File: src/rtl/core/led64_block_encrypt_defines.svh
// Assertion macros shared by the LED-64 RTL; they expect clk_i and rst_ni in scope.
`ifndef LED64_BLOCK_ENCRYPT_DEFINES_SVH
`define LED64_BLOCK_ENCRYPT_DEFINES_SVH

// Property checked on every rising edge, disabled while reset is asserted.
`define LED64_ASSERT(lbl, prop, msg) \
  lbl: assert property (@(posedge clk_i) disable iff (!rst_ni) (prop)) else $error(msg);

// Expression that must never be true outside reset.
`define LED64_ASSERT_NEVER(lbl, expr, msg) \
  `LED64_ASSERT(lbl, !(expr), msg)

`endif

File: src/rtl/core/led64_pkg.sv
// Types, constants and GF(16) helpers for the LED-64 block encryptor.
`timescale 1ns / 1ps
`default_nettype none

package led64_pkg;

  localparam int ROUND_COUNT = 32;
  localparam int RC_SLOTS    = 32;
  localparam int RC_W        = 6;
  localparam int CFG_IDX_W   = 3;

  typedef logic [63:0]      block_t;
  typedef logic [RC_W-1:0]  rc_t;
  typedef logic [CFG_IDX_W-1:0] cfg_idx_t;

  localparam cfg_idx_t REG_CIPHER_KEY = 3'd0;
  localparam cfg_idx_t REG_MIX_MATRIX = 3'd1;
  localparam cfg_idx_t REG_RC_A       = 3'd2;
  localparam cfg_idx_t REG_RC_B       = 3'd3;
  localparam cfg_idx_t REG_RC_C       = 3'd4;
  localparam cfg_idx_t REG_RC_D       = 3'd5;

  localparam logic [3:0] SBOX [16] = '{
    4'hC, 4'h5, 4'h6, 4'hB, 4'h9, 4'h0, 4'hA, 4'hD,
    4'h3, 4'hE, 4'hF, 4'h8, 4'h4, 4'h7, 4'h1, 4'h2
  };

  // nibble 0 sits in the top bits
  function automatic logic [3:0] nib(input block_t v, input int idx);
    return v[63-4*idx -: 4];
  endfunction

  // multiply in GF(16), x^4+x+1
  function automatic logic [3:0] gf_mul(input logic [3:0] a, input logic [3:0] b);
    logic [3:0] acc;
    logic [3:0] x;
    acc = '0;
    x   = a;
    for (int i = 0; i < 4; i++) begin
      if (b[i]) acc ^= x;
      x = {x[2:0], 1'b0} ^ (x[3] ? 4'h3 : 4'h0);
    end
    return acc;
  endfunction

endpackage

`default_nettype wire

File: src/rtl/core/led64_round.sv
// One LED-64 round: optional key add, constants, S-box, row rotation, column mix.
`timescale 1ns / 1ps
`default_nettype none

module led64_round (
  input  led64_pkg::block_t state_i,
  input  led64_pkg::block_t key_i,
  input  logic              add_key_i,
  input  led64_pkg::rc_t    rc_i,
  input  led64_pkg::block_t matrix_i,
  output led64_pkg::block_t state_o
);
  import led64_pkg::*;

  block_t     s_k;
  logic [3:0] s_c  [16];
  logic [3:0] s_sb [16];
  logic [3:0] s_sr [16];
  logic [3:0] half;
  logic [3:0] acc;

  always_comb begin
    s_k = add_key_i ? (state_i ^ key_i) : state_i;
    for (int i = 0; i < 16; i++) begin
      s_c[i] = nib(s_k, i);
    end
    for (int row = 0; row < 4; row++) begin
      half = (row % 2 == 1) ? {1'b0, rc_i[2:0]} : {1'b0, rc_i[5:3]};
      s_c[row*4]   = s_c[row*4] ^ 4'(row);
      s_c[row*4+1] = s_c[row*4+1] ^ half;
    end
    for (int i = 0; i < 16; i++) begin
      s_sb[i] = SBOX[s_c[i]];
    end
    for (int row = 0; row < 4; row++) begin
      for (int col = 0; col < 4; col++) begin
        s_sr[row*4+col] = s_sb[row*4+((col+row)%4)];
      end
    end
    state_o = '0;
    for (int col = 0; col < 4; col++) begin
      for (int row = 0; row < 4; row++) begin
        acc = '0;
        for (int k = 0; k < 4; k++) begin
          acc ^= gf_mul(nib(matrix_i, row*4+k), s_sr[k*4+col]);
        end
        state_o[63-4*(row*4+col) -: 4] = acc;
      end
    end
  end

endmodule

`default_nettype wire

File: config.mk
export PLATFORM = sky130hd
export DESIGN_NAME = led64_round
export DESIGN_NICKNAME = d
export VERILOG_FILES = /design/src/rtl/core/led64_block_encrypt_defines.svh /design/src/rtl/core/led64_pkg.sv /design/src/rtl/core/led64_round.sv
export SDC_FILE = /design/constraint.sdc
export NUM_CORES = 1
export LEC_CHECK = 0
export BUFFER_PORTS_ARGS = -buffer_cell sky130_fd_sc_hd__buf_4
export CAP_MARGIN = 20
export CORE_MARGIN = 8
export CORE_UTILIZATION = 35
export DETAILED_ROUTE_END_ITERATION = 10
export PLACE_DENSITY = 0.63
export SLEW_MARGIN = 10
export SYNTH_ARGS = -nofsm -noshare
export SYNTH_HDL_FRONTEND = slang
export SYNTH_SLANG_ARGS = --single-unit
File: constraint.sdc
create_clock -name vclk -period 4.4
set_input_delay 0.22 -clock vclk [all_inputs]
set_output_delay 0.22 -clock vclk [all_outputs]
set_load 0.02 [all_outputs]
==> impl_metrics.csv <==
group,metric,value,unit
yosys,synthTopCellsByCount,"907 x nand2_1, 754 x xnor2_1, 259 x o21ai_0",
worst_setup_path,cpPeakStageDelay,710,ps
worst_setup_path,worstPathMaxFanout,21,
drt,routedWlPerCell,23.4,um
yosys,synthCells,3338,
worst_setup_path,path_common_cell,"xnor2_1",
grt,grt_overflow,0,
drt,antenna_left,0,
drt,vias_per_cell,5.63,
place,gp_congestion,1.04,
worst_setup_path,arrival,3960,ps
grt,grt_first_pass_wirelength,144000,um
finish,syn_to_final_growth,14.2,%
finish,drive_gt1_share,15.5,%
timing,setup_viol,0,
timing,period_minus_slack,4180,ps
timing,rsz0062_at_grt,"no",
finish,fin_util,40.2,%
place,place.port_buffers,263,
finish,seq_cell_count,0,
drt,vias,24000,
drt,finalWirelength,99700,um
min_path,hp-class,"input pin to output pin",
finish,regArea,0,um2
run_status,status,"finished clean",
floorplan,core,61400,um2
grt,grt_max_degree,34,
place,place_area,24600,um2
worst_setup_path,worst_path_max_delay_cell,"o211ai_1",
timing,post-route-period-util,95.0,%
yosys,synth_most_common_cell,"nand2_1",
finish,fin_area,24700,um2
timing,slew_viol_final,0,
floorplan,design.die.area,69900,um2
worst_setup_path,critPathKind,"input pin to output pin",
worst_setup_path,worst-path-buf-inv,4,
yosys,synth_top_area_share,30.6,%
job,cap_violations,0,
place,dp_hpwl,76500,um
worst_setup_path,startpoint_type,"input pin",
yosys,syn_nets,3595,
floorplan,io_pins,263,
floorplan,start_util,35.2,%
worst_setup_path,crit_family,"compound AO/OA/AOI/OAI gates",
floorplan,die_y,264,um
floorplan,die_w,264,um
grt,antenna_found_initial,0,
grt,grt_pass1_vias,22000,
finish,clockBufferCount,0,
clock_tree,cts-hold-fix-buffers,0,
drt,drc_errors,0,
worst_setup_path,critPathRequiredTime,4180,ps
worst_setup_path,cp_cell_sequence,"buf_6 > buf_4 > nand2_1 > xnor2_1 > inv_1 > ha_1 > nand2b_1 > a21oi_1 > a311oi_1 > a21oi_1 > o211ai_1 > nand2_1 > xnor2_1 > xnor2_1 > xnor2_1 > buf_4",
yosys,synth_top_cell_by_area,"xnor2_1",
yosys,synth.yosys.seq_area_share,0,%
yosys,synth.cell_area,21600,um2
floorplan,num_rows,91,
timing,slew_headroom,33.7,%
timing,tightest_slew,991,ps
grt,grtUsageTotal,26.7,%
timing,fin_setup_tns,0,ps
yosys,ys_warn_count,0,
timing,finalHoldViolations,0,
finish,nets,3733,
yosys,synth.top_cells.by_area,"xnor2_1 31%, nand2_1 16%, xor2_1 6.7%",
timing,max_freq,0.239,GHz
worst_setup_path,end_kind,"output pin",
yosys,avgSynthCellArea,6.47,um2
yosys,netlist-cell-type-count,95,
drt,drt_first_pass_iters,6,
drt,drt-initial-drc-count,3315,
routing by layer:
metal	part of all wire (%)	vias to the layer above	GRT usage, %	routed length [um]
met1	40	11100	35.2	39800
met4	6.1	0	13.9	6120
li1	-	11200	-	-
met2	42	1481	40.8	42200
met3	12	240	5.43	11600
met5	0	-	0	0
path summary, 6_finish.rpt:
kind	to	startpoint	cells after the start	slack (ps)
setup / recovery	state_o[59]	add_key_i	16	220
hold / removal	state_o[28]	matrix_i[19]	5	1140
layout make-up:
class | count | area [um2]
multi-input cells | 2970 | 20200
fillers | 6463 | 36700
repair buffers | 405 | 3150
inverters | 99 | 372
well taps | 790 | 988
diodes | 2 | 5.00
stage by stage:
step                      hold slack [ps]  std cells  worst slack, ps
after global placement               1130       4263              103
after CTS                            1140       4263             59.3
after floorplan                       859       3338              250
after global routing                 1180       4264             10.2
final                                1140       4266              222
after detailed placement             1140       4263             69.9
kinds of logic after synthesis:
group,Yosys count,synth area share [%]
AO/OA/AOI/OAI,656,19.9
XOR/XNOR,964,41.1
multiplexers,87,5.21
buffers and inverters,368,7.19
AND/OR/NAND/NOR,1205,23.2
adder cells (fa/ha/maj),58,3.36
cells in the final DEF, fill, tap and decap left out, types with 13 or more instances in the layout:
master / n
nor2_1: 114
nand2b_1: 41
a21oi_1: 66
buf_4: 395
ha_1: 58
xor2_1: 164
xnor2_2: 16
a22oi_1: 111
xor2_2: 17
a211oi_1: 15
o21ai_0: 259
mux2i_1: 42
nand3b_1: 13
nand2_1: 907
mux2_2: 20
o211ai_1: 24
o22ai_1: 21
and2_1: 14
inv_1: 98
nand3_1: 27
xnor2_1: 753
nor2b_1: 17
timing repair:
item	in CTS	in global routing
buffers inserted	0	0
hold endpoints to repair	0	0
resized for setup	0	6
setup endpoints to repair	0	16
